==> src/zfr_pkg.sv <==
// ============================================================================
// zfr_pkg
// Shared types and constants for the frame receiver.
// ============================================================================
`timescale 1ns / 1ps

package zfr_pkg;

   localparam int GREETING_BYTES    = 64;
   localparam int LONG_LENGTH_BYTES = 8;
   localparam logic [7:0] MAX_FRAMES_RESET = 8'd16;
   localparam int QUEUE_DEPTH = 2;

   typedef enum logic [2:0] {
      PH_IDLE  = 3'd0,
      PH_GREET = 3'd1,
      PH_FLAGS = 3'd3,
      PH_LEN   = 3'd4,
      PH_BODY  = 3'd5
   } phase_type;

   typedef enum logic [3:0] {
      EV_NONE          = 4'd0,
      EV_SEND_GREETING = 4'd1,
      EV_GREET_OK      = 4'd2,
      EV_FLAGS         = 4'd3,
      EV_LENGTH        = 4'd4,
      EV_BODY          = 4'd5,
      EV_CMD_OK        = 4'd6,
      EV_NOT_IDLE      = 4'd7,
      EV_NOT_CONN      = 4'd8,
      EV_VERSION       = 4'd9,
      EV_OVERFLOW      = 4'd10,
      EV_PROTOCOL      = 4'd11
   } event_type;

   localparam int FL_MORE    = 0;
   localparam int FL_LARGE   = 1;
   localparam int FL_COMMAND = 2;

   // classified input item handed from front to back
   typedef struct packed {
      logic       is_byte;
      logic [7:0] value;
   } item_type;

   // one result
   typedef struct packed {
      logic       peer_ready;
      logic       frame_more;
      logic [7:0] frame_count;
      logic       message_done;
      logic       frame_done;
      logic       data_valid;
      logic [7:0] data_byte;
      logic [3:0] event_res;
   } result_type;

   function automatic logic [7:0] ready_char(input logic [2:0] idx);
      case (idx)
         3'd0:    ready_char = 8'h05;
         3'd1:    ready_char = 8'h52;
         3'd2:    ready_char = 8'h45;
         3'd3:    ready_char = 8'h41;
         3'd4:    ready_char = 8'h44;
         3'd5:    ready_char = 8'h59;
         default: ready_char = 8'h00;
      endcase
   endfunction

   function automatic logic greeting_ok(input logic [5:0] idx, input logic [7:0] b);
      logic ok;
      ok = (b == 8'h00);
      if (idx == 6'd0) ok = (b == 8'hff);
      else if (idx <= 6'd8) ok = 1'b1;
      else if (idx == 6'd9) ok = (b == 8'h7f);
      else if (idx == 6'd10) ok = (b >= 8'd3);
      else if (idx == 6'd11) ok = 1'b1;
      else if (idx == 6'd12) ok = (b == 8'h4e);
      else if (idx == 6'd13) ok = (b == 8'h55);
      else if (idx == 6'd14 || idx == 6'd15) ok = (b == 8'h4c);
      return ok;
   endfunction

endpackage

==> src/zmtp_frame_receiver.sv <==
// ============================================================================
// zmtp_frame_receiver
// Receive side of a NULL-mechanism link: greeting check and frame parser.
// ============================================================================
// path: an accepted req transaction is stored in the front queue, then parsed into the registered result stage
// throughput: one byte per cycle while rsp_tready drains the result stage; a stalled rsp holds the parser
// reset: synchronous, clears parser state to idle and max_frames to 16
`timescale 1ns / 1ps

module zmtp_frame_receiver #(
   parameter int QueueDepth = zfr_pkg::QUEUE_DEPTH
) (
   input  logic        clock,
   input  logic        reset,
   input  logic        csr_we,
   input  logic [7:0]  csr_wdata,      // max_frames
   input  logic        req_tvalid,
   output logic        req_tready,
   input  logic [7:0]  req_tdata,      // in_byte
   input  logic        req_tuser,      // mode
   output logic        rsp_tvalid,
   input  logic        rsp_tready,
   // event_res[3:0], data_byte[11:4], data_valid[12], frame_done[13],
   // message_done[14], frame_count[22:15], frame_more[23], peer_ready[24]
   output logic [31:0] rsp_tdata
);
   import zfr_pkg::*;

   logic [7:0] max_frames_ff;
   item_type   req_item, q_item;
   logic       q_valid, q_ready;
   result_type res;

   // max_frames register
   always_ff @(posedge clock) begin
      if (reset) max_frames_ff <= MAX_FRAMES_RESET;
      else if (csr_we) max_frames_ff <= csr_wdata;
   end

   assign req_item.is_byte = req_tuser;
   assign req_item.value   = req_tdata;

   // front: accept and queue transactions
   zfr_front #(.Depth(QueueDepth)) u_front (
      .clock, .reset,
      .in_valid(req_tvalid), .in_ready(req_tready), .in_item(req_item),
      .out_valid(q_valid), .out_ready(q_ready), .out_item(q_item)
   );

   // back: parse and register the result
   zfr_back u_back (
      .clock, .reset, .max_frames(max_frames_ff),
      .in_valid(q_valid), .in_ready(q_ready), .in_item(q_item),
      .out_valid(rsp_tvalid), .out_ready(rsp_tready), .out_res(res)
   );

   assign rsp_tdata = {7'd0, res.peer_ready, res.frame_more, res.frame_count,
                       res.message_done, res.frame_done, res.data_valid,
                       res.data_byte, res.event_res};

endmodule

==> src/zfr_front.sv <==
// ============================================================================
// zfr_front
// Accepts input transactions into a short queue for the parser.
// ============================================================================
`timescale 1ns / 1ps

module zfr_front #(
   parameter int Depth = 2
) (
   input  logic              clock,
   input  logic              reset,
   input  logic              in_valid,
   output logic              in_ready,
   input  zfr_pkg::item_type in_item,
   output logic              out_valid,
   input  logic              out_ready,
   output zfr_pkg::item_type out_item
);
   import zfr_pkg::*;

   localparam int AW = (Depth > 1) ? $clog2(Depth) : 1;

   item_type          mem_ff [Depth];
   logic [AW-1:0]     wr_ff, wr_in, rd_ff, rd_in;
   logic [AW:0]       cnt_ff, cnt_in;
   logic              push, pop;

   assign in_ready  = (cnt_ff != (AW+1)'(Depth));
   assign out_valid = (cnt_ff != '0);
   assign out_item  = mem_ff[rd_ff];
   assign push      = in_valid && in_ready;
   assign pop       = out_valid && out_ready;

   always_comb begin
      wr_in  = push ? ((wr_ff == AW'(Depth-1)) ? '0 : wr_ff + 1'b1) : wr_ff;
      rd_in  = pop  ? ((rd_ff == AW'(Depth-1)) ? '0 : rd_ff + 1'b1) : rd_ff;
      cnt_in = cnt_ff + (AW+1)'(push) - (AW+1)'(pop);
   end

   always_ff @(posedge clock) begin
      if (reset) begin
         wr_ff  <= '0;
         rd_ff  <= '0;
         cnt_ff <= '0;
      end else begin
         wr_ff  <= wr_in;
         rd_ff  <= rd_in;
         cnt_ff <= cnt_in;
      end
      if (push) mem_ff[wr_ff] <= in_item;
   end

endmodule

==> src/zfr_back.sv <==
// ============================================================================
// zfr_back
// Greeting check and frame parser with a registered result stage.
// ============================================================================
`timescale 1ns / 1ps

module zfr_back (
   input  logic                clock,
   input  logic                reset,
   input  logic [7:0]          max_frames,
   input  logic                in_valid,
   output logic                in_ready,
   input  zfr_pkg::item_type   in_item,
   output logic                out_valid,
   input  logic                out_ready,
   output zfr_pkg::result_type out_res
);
   import zfr_pkg::*;

   phase_type   phase_ff, phase_in;
   logic [5:0]  idx_ff, idx_in;          // greeting and length byte index
   logic [63:0] acc_ff, acc_in;
   logic [63:0] size_ff, size_in;
   logic [63:0] body_ff, body_in;        // body byte count
   logic [7:0]  flags_ff, flags_in;
   logic [7:0]  seen_ff, seen_in;
   logic        match_ff, match_in;
   logic        rdy_ff, rdy_in;
   logic        ov_ff;
   result_type  res_ff, res;
   logic        take;

   assign in_ready  = !ov_ff || out_ready;
   assign take      = in_valid && in_ready;
   assign out_valid = ov_ff;
   assign out_res   = res_ff;

   always_comb begin
      logic       fin, fd, md, clr, ok;
      logic [63:0] fsz;
      logic [63:0] bnext;
      event_type  ev;
      phase_in = phase_ff; idx_in = idx_ff; acc_in = acc_ff; size_in = size_ff;
      body_in = body_ff; flags_in = flags_ff; seen_in = seen_ff;
      match_in = match_ff; rdy_in = rdy_ff;
      fin = 1'b0; fd = 1'b0; md = 1'b0; clr = 1'b0; ok = 1'b0;
      fsz = size_ff; bnext = body_ff + 64'd1;
      ev = EV_NONE;
      res = '0;
      if (!in_item.is_byte) begin
         if (phase_ff == PH_IDLE) begin
            phase_in = PH_GREET; idx_in = '0; ev = EV_SEND_GREETING;
         end else begin
            ev = EV_NOT_IDLE;
         end
      end else begin
         case (phase_ff)
            PH_GREET: begin
               if (!greeting_ok(idx_ff, in_item.value)) begin
                  clr = 1'b1; ev = EV_VERSION;
               end else begin
                  idx_in = idx_ff + 6'd1;
                  if (idx_ff == 6'(GREETING_BYTES-1)) begin
                     idx_in = '0; phase_in = PH_FLAGS; ev = EV_GREET_OK;
                  end
               end
            end
            PH_FLAGS: begin
               if (seen_ff < max_frames) begin
                  flags_in = in_item.value; idx_in = '0; acc_in = '0;
                  match_in = 1'b1; phase_in = PH_LEN; ev = EV_FLAGS;
               end else begin
                  ev = EV_OVERFLOW;
               end
            end
            PH_LEN: begin
               ev = EV_LENGTH;
               body_in = '0;
               if (flags_ff[FL_LARGE]) begin
                  acc_in = {acc_ff[55:0], in_item.value};
                  idx_in = idx_ff + 6'd1;
                  if (idx_ff == 6'(LONG_LENGTH_BYTES-1)) begin
                     fsz = {acc_ff[55:0], in_item.value};
                     size_in = fsz; acc_in = '0; idx_in = '0;
                     phase_in = PH_BODY;
                     fin = (fsz == '0);
                  end
               end else begin
                  fsz = {56'd0, in_item.value};
                  size_in = fsz; phase_in = PH_BODY;
                  fin = (fsz == '0);
               end
            end
            PH_BODY: begin
               ev = EV_BODY;
               if (flags_ff[FL_COMMAND]) begin
                  if (body_ff < 64'd6 && in_item.value != ready_char(body_ff[2:0]))
                     match_in = 1'b0;
               end else begin
                  res.data_byte = in_item.value; res.data_valid = 1'b1;
               end
               body_in = bnext;
               fin = (bnext >= size_ff);
               fsz = size_ff;
            end
            default: ev = EV_NOT_CONN;
         endcase
      end
      if (fin) begin
         body_in = '0; idx_in = '0; phase_in = PH_FLAGS;
         if (flags_ff[FL_COMMAND]) begin
            ok = (fsz >= 64'd6) && match_in;
            match_in = 1'b1;
            if (!ok) begin
               clr = 1'b1; ev = EV_PROTOCOL;
            end else begin
               rdy_in = 1'b1; ev = EV_CMD_OK;
            end
         end else begin
            match_in = 1'b1;
            seen_in = seen_ff + 8'd1;
            fd = 1'b1; md = !flags_ff[FL_MORE];
         end
      end
      if (clr) begin
         phase_in = PH_IDLE; idx_in = '0; acc_in = '0; size_in = '0; body_in = '0;
         flags_in = '0; seen_in = '0; match_in = 1'b1; rdy_in = 1'b0;
      end
      res.event_res    = ev;
      res.frame_done   = fd;
      res.message_done = md;
      res.frame_count  = seen_in;
      res.frame_more   = flags_in[FL_MORE];
      res.peer_ready   = rdy_in;
      if (md) seen_in = '0;
   end

   always_ff @(posedge clock) begin
      if (reset) begin
         phase_ff <= PH_IDLE; idx_ff <= '0; acc_ff <= '0; size_ff <= '0;
         body_ff <= '0; flags_ff <= '0; seen_ff <= '0; match_ff <= 1'b1;
         rdy_ff <= 1'b0; ov_ff <= 1'b0;
      end else begin
         if (take) begin
            phase_ff <= phase_in; idx_ff <= idx_in; acc_ff <= acc_in;
            size_ff <= size_in; body_ff <= body_in; flags_ff <= flags_in;
            seen_ff <= seen_in; match_ff <= match_in; rdy_ff <= rdy_in;
         end
         if (take) ov_ff <= 1'b1;
         else if (out_ready) ov_ff <= 1'b0;
      end
      if (take) res_ff <= res;
   end

endmodule

==> config.mk <==
export PLATFORM = sky130hd
export DESIGN_NAME = zmtp_frame_receiver
export DESIGN_NICKNAME = d
export VERILOG_FILES = /design/src/zfr_pkg.sv /design/src/zmtp_frame_receiver.sv /design/src/zfr_front.sv /design/src/zfr_back.sv
export SDC_FILE = /design/constraint.sdc
export NUM_CORES = 1
export LEC_CHECK = 0
export BUFFER_PORTS_ARGS = -buffer_cell sky130_fd_sc_hd__buf_4
export CAP_MARGIN = 20
export CORE_MARGIN = 3
export CORE_UTILIZATION = 62
export DETAILED_ROUTE_END_ITERATION = 8
export HOLD_SLACK_MARGIN = 0.03
export PLACE_DENSITY = 0.8
export RECOVER_POWER = 25
export SLEW_MARGIN = 20
export SYNTH_ARGS = -nofsm -noshare
export SYNTH_HDL_FRONTEND = slang
export SYNTH_SLANG_ARGS = --single-unit
==> constraint.sdc <==
create_clock -name clock -period 7.07 [get_ports clock]
set_clock_uncertainty 0.2 [all_clocks]
set_input_delay 0.707 -clock clock [delete_from_list [all_inputs] [get_ports clock]]
set_output_delay 0.707 -clock clock [all_outputs]
set_load 0.1 [all_outputs]
---- Word level (Yosys, flattened, before mapping) ----
Memory sizes are Yosys's and may differ from the RTL's. A register that Yosys moved wholly into a read port is not among the register bits.
Index checks and enable logic that the tools add are counted.
operators by class
  $lt $le $gt $ge ......................... 6
  reduce and logical (&&, ||, !) cells .... 29
  bitwise logic cells ..................... 2
  add/sub/neg operators ................... 7
  equal/unequal tests ..................... 33
  muxes and demuxes ....................... 99
operator list
  cell                                                                count
  2-to-1 mux 64 bit                                                   8
  2-to-1 mux 56 bit                                                   5
  one-hot mux 64 bit (2 select lines)                                 1
  one-hot mux 56 bit (2 select lines)                                 1
  adder 64 x 1 -> 64 bit, second input constant                       1
  greater-or-equal comparator 64 x 3 -> 1 bit, second input constant  1
  greater-or-equal comparator 64 bit                                  1
  logical NOT 64 bit                                                  1
  less-than comparator 64 x 3 -> 1 bit, second input constant         1
  2-to-1 mux 8 bit                                                    7
  2-to-1 mux 6 bit                                                    9
  equality test 6 x 4 -> 1 bit, second input constant                 7
  2-to-1 mux 3 bit                                                    14
  one-hot mux 7 bit (6 select lines)                                  1
  2-to-1 mux 1 bit                                                    40
  equality test 8 x 7 -> 1 bit, second input constant                 4
  2-to-1 mux 4 bit                                                    6
  != test 5 bit, second input constant                                4
  one-hot mux 6 bit (3 select lines)                                  1
  one-hot mux 4 bit (4 select lines)                                  1
  equality test 3 bit, second input constant                          4
  != test 6 bit, second input constant                                2
  nonzero test 2 bit                                                  5
  equality test 3 x 2 -> 1 bit, second input constant                 3
  35 further kinds                                                    48
word-level totals
  input port bits ......................... 22
  bits in registers ....................... 244
  memory bits (writable) .................. 18
  memories ................................ 1
  word-level logic and storage cells ...... 200
  output and inout port bits .............. 34
memory list
  name            depth  bits a word  rd ports  clocked after memory_dff  wr ports  RTL line         RTL
  u_front.mem_ff  2      9            1         1                         1         zfr_front.sv:23  item_type mem_ff [Depth];

---- Depth between registers and ports, before layout ----
  word-level depth ........................ 20
  mapped depth ............................ 22

---- Modules after synthesis ----
A second synthesis with hierarchy kept.
unflattened totals
  cell total of the unflattened synthesis .. 1634
  area total of the unflattened synthesis .. 14575.2 um2
by module, submodules not included
  module               cells an instance  area an instance (um2)  seq. area each (um2)  instances
  zfr_back             1543               13325.3                 4894.7                1
  zfr_front            57                 903.4                   640.6                 1
  zmtp_frame_receiver  34                 346.6                   160.2                 1

---- Worst setup path before layout ----
No wires, ideal clock.
  path kind ............................... register to register
  start point ............................. reg u_back.body_ff[1]
  end point ............................... reg u_back.idx_ff[3]
  slack ................................... 1439 ps
  arrival time ............................ 5361 ps
  path buffers ............................ 2
  clock period less this slack ............ 5631 ps
  data required time ...................... 6800 ps
  stages on the path, launching flop included .. 21
  path through ............................ dfxtp_1 -> ha_1 -> nand3_1 -> nor3_2 -> nand4_1 -> or4_1 -> clkbuf_1 -> or2_2 -> clkbuf_1 -> nor2_1 -> xor2_1 -> ha_1 -> a211oi_1 -> o211ai_1 -> o221ai_1 -> nand3_1 -> nor3_1 -> a21oi_1 -> or4_1 -> or2_2 -> o2bb2ai_1
between the ends
  word-level cells in the longest chain between the ends .. 17
ends and longest elaborated chain
  what                                                             RTL line         RTL
  start, declared                                                  zfr_back.sv:24   logic [63:0] body_ff, body_in;
  start signal, assigned                                           zfr_back.sv:146  size_ff <= size_in; body_ff <= body_in; flags_ff <= flags_in;
  branches (longest 17 deep; another with adder 64 x 1 -> 64 bit)  --
  end signal, assigned                                             zfr_back.sv:145  phase_ff <= phase_in; idx_ff <= idx_in; acc_ff <= acc_in;
  end, declared                                                    zfr_back.sv:21   logic [5:0] idx_ff, idx_in;
Several ways; the timed one is not identified. The select of a mux whose other input is x is not followed.
A chain may end at the register's enable or synchronous reset.

---- Worst setup path after layout ----
  start point ............................. reg u_back.body_ff[2]
  end point ............................... reg u_back.size_ff[43]
between the ends
  word-level cells in the longest chain between the ends .. 16
ends and longest elaborated chain
  what                                                             RTL line         RTL
  branches (longest 14 deep; another with adder 64 x 1 -> 64 bit)  --
  2-to-1 mux 1 bit (*)                                             zfr_back.sv:109  if (fin) begin
  2-to-1 mux 64 bit (*)                                            zfr_back.sv:125  if (clr) begin
  end signal, assigned                                             zfr_back.sv:146
  end, declared                                                    zfr_back.sv:23   logic [63:0] size_ff, size_in;
Mark *: on every way between the ends. The select of a mux whose other input is x is not followed.

==> impl_metrics.ini <==
[timing]
tightest_slew_ps = 2260
slew_viol_final = 46
finalSetupTns_ps = 0
fin_crit_sh_pct = 92.5
period_minus_slack_ps = 6540
setup_viol = 0
fin_ws_ps = 528
max_slew_margin_pct = -50.6
hold_ws_ps = 144
finalHoldViolCount = 0
rsz0062_at_grt = false
fmax_ghz = 0.153

[clocking]
cts_hold_buf = 0
htreeDepth = 1
cts_sinks = 263
cts-buffers-inserted = 28
cts_tree = yes
cts.clk_slew.worst_paths_ps = 60
cts.path.max_buffers = 3
cts-root-buf = clkbuf_16
clk-insertion-delay-late_ps = 570

[yosys]
ys_ff_latch = 263
syn_inst = 1513
synth_area_per_cell_um2 = 9.25
async_reset_ff_share_pct = 0
synth_top_area_cell = dfxtp_1
syn_area_um2 = 14000
synth_area_leaders = dfxtp_1 31%, edfxtp_1 9.2%, ha_1 7.6%, a22o_1 5.9%, a32o_1 3.1%
synth_edf_count = 43
synth.yosys.warnings = 0
synthDistinctLibCells = 81
synth.top_cell.area_share_pct = 31.5
seq_area_frac_synth_pct = 40.7
synth_ff_type = dfxtp_1

[floorplan]
rows = 54
ios = 56
core_um2 = 22000
die_w_um = 156
initial_core_util_pct = 63.6
die-area_um2 = 24400
die_y_um = 156

[finish]
area_growth_pct = 9.59
drive_gt1_share_pct = 8.05
diodes = 0
final_nets = 1640
n_fill_cell = 1712

[routing]
dr_total_vias = 12200
wl_mm = 39.0
final_antenna_net_count = 0
avgRoutedWirePerCell_um = 21.3
vias_per_cell = 6.67
route.detailed.drc = 0
first_iter_violations = 1564
firstDrtPassIters = 6

[power]
vdd_drop_max_v = 0.000276
leakage_uw = 0.00594
cellPowerDensity_nw_per_um2 = 283

[placed_design]
post-place-ws_ps = 463
numPortBuffers = 48
gp_congestion = 0.980
hpwl_mm = 27.7

[flow_run]
cap_violations = 1

[grt]
grt_use_total_pct = 31.1
antenna_found_initial = 0
grt_max_degree = 61
grt_remaining_overflow = 0
grt_pass1_vias = 11200
grt_pass1_wl_mm = 61.4

[setup_path]
cp.arrival_ps = 6850
cp_max_fo = 43
crit_type = reg2reg
cp-end-kind = register
start_kind = register
crit_required_ps = 7380

[run_status]
violations = max-capacitance violations, max-slew violations
status = complete, but fails checks

[worst_hold_path]
hold_class = in2reg
-- Yosys cell counts (43+ instances only) --
library cell,count
inv_1,103
dfxtp_1,220
nor2_1,100
a22o_1,95
ha_1,85
a21oi_1,66
a32o_1,44
nor4_1,58
nand3_1,46
nand4_1,43
clkbuf_1,48
o21ai_0,55
edfxtp_1,43
nand2_1,97
-- critical path, stage by stage, from the launching register on --
cell      delay, ps
dfxtp_1         550
ha_1            260
nand3_1         140
nor3_2          380
nand4_1         160
buf_4           190
or4_1           630
or2_2           400
nor2_1          180
xor2_1          210
ha_1            300
a211oi_1        280
o211ai_1        120
o221ai_1        240
nand3_1         250
nor3_2          440
a211o_1         340
o21ba_2         340
and3_1          210
buf_4           400
a22o_1          200
-- through the flow --
step           std cells  cell area, um2  power [uW]  util, %
6_report            1833           15300        4340     69.6
5_1_grt             1833           15300        4480     69.6
4_1_cts             1831           15400        4360     69.8
3_5_place_dp        1781           14500        2950     65.7
3_3_place_gp        1781           14500        2930     65.7
2_1_floorplan       1519           14000        2640        -
-- area by class of cell --
| type | instances | area (um2) | area share, % |
|---|---|---|---|
| inverters | 105 | 394 | 2.57 |
| flip-flops and latches | 263 | 5700 | 37.1 |
| clock inverters | 10 | 97.6 | 0.636 |
| clock buffers | 40 | 797 | 5.20 |
| repair buffers | 71 | 473 | 3.08 |
| well taps | 280 | 350 | 2.28 |
| multi-input cells | 1064 | 7530 | 49.1 |
-- path summary, 6_finish.rpt --
check                         endpoint                from  cells after the start  slack, ps
setup reg to reg    u_back.size_ff[43]   u_back.body_ff[2]                     20        530
setup / recovery    u_back.size_ff[43]   u_back.body_ff[2]                     20        530
hold / removal    u_front.mem_ff[0][6]        req_tdata[6]                      1        140
hold reg to reg     u_back.size_ff[62]  u_back.size_ff[62]                      2        260
-- per-layer routing --
metal	routed length [um]	vias up	track usage (%)
met1	17300	5837	47.0
met5	0	-	0
met2	16800	610	45.8
met4	1400	0	10.4
met3	3610	90	4.48
li1	-	5695	-
-- sequential cells by signal, summed over array words and instances, names as in the netlist, named ones only --
name              cells
u_back.idx_ff         6
u_front.mem_ff       18
u_back.rdy_ff         1
u_back.match_ff       1
u_back.out_valid      1
u_back.out_res       25
u_back.size_ff       64
u_back.flags_ff       3
max_frames_ff         8
u_back.acc_ff        56
u_front.wr_ff         1
u_front.rd_ff         1
u_back.seen_ff        8
u_back.phase_ff       3
u_back.body_ff       64
u_front.cnt_ff        2
-- where the power goes --
group | internal (uW) | switching [uW] | leakage [uW]
clock | 819 | 611 | 0.000436
sequential | 1640 | 83.3 | 0.00219
combinational | 247 | 941 | 0.00332
total | 2710 | 1640 | 0.00594
-- repair_timing --
item | 4_1_cts | 5_1_grt
endpoints found under the hold margin | 0 | 0
buffers inserted | 0 | 2
endpoints found under the setup margin | 0 | 31
resized for setup | 0 | 1
-- cell usage in the layout, fill, tap and decap left out, drive strengths merged, types with 44 or more instances in the layout --
cell	instances
nand2	97
nand3	46
a21oi	66
nor4	58
buf	48
o21ai	59
inv	103
clkbuf	63
a32o	44
nor2	100
dfxtp	220
ha	85
a22o	95
-- cells by family (layout without fill, tap and decap cells) --
kind of cell / after synthesis / in the layout / synth area share, %
AOI/OAI and AO/OA: 400 / 400 / 21.8
xor gates and xnor gates: 75 / 75 / 4.69
adders and majority gates: 85 / 85 / 7.60
buffers and inverters: 192 / 226 / 6.05
DFF: 263 / 263 / 40.7
muxes: 20 / 20 / 1.49
other: 1 / 7 / 0.0268
and+or+nand+nor: 477 / 477 / 17.7
Note: power is estimated with default switching activity, not from simulation.
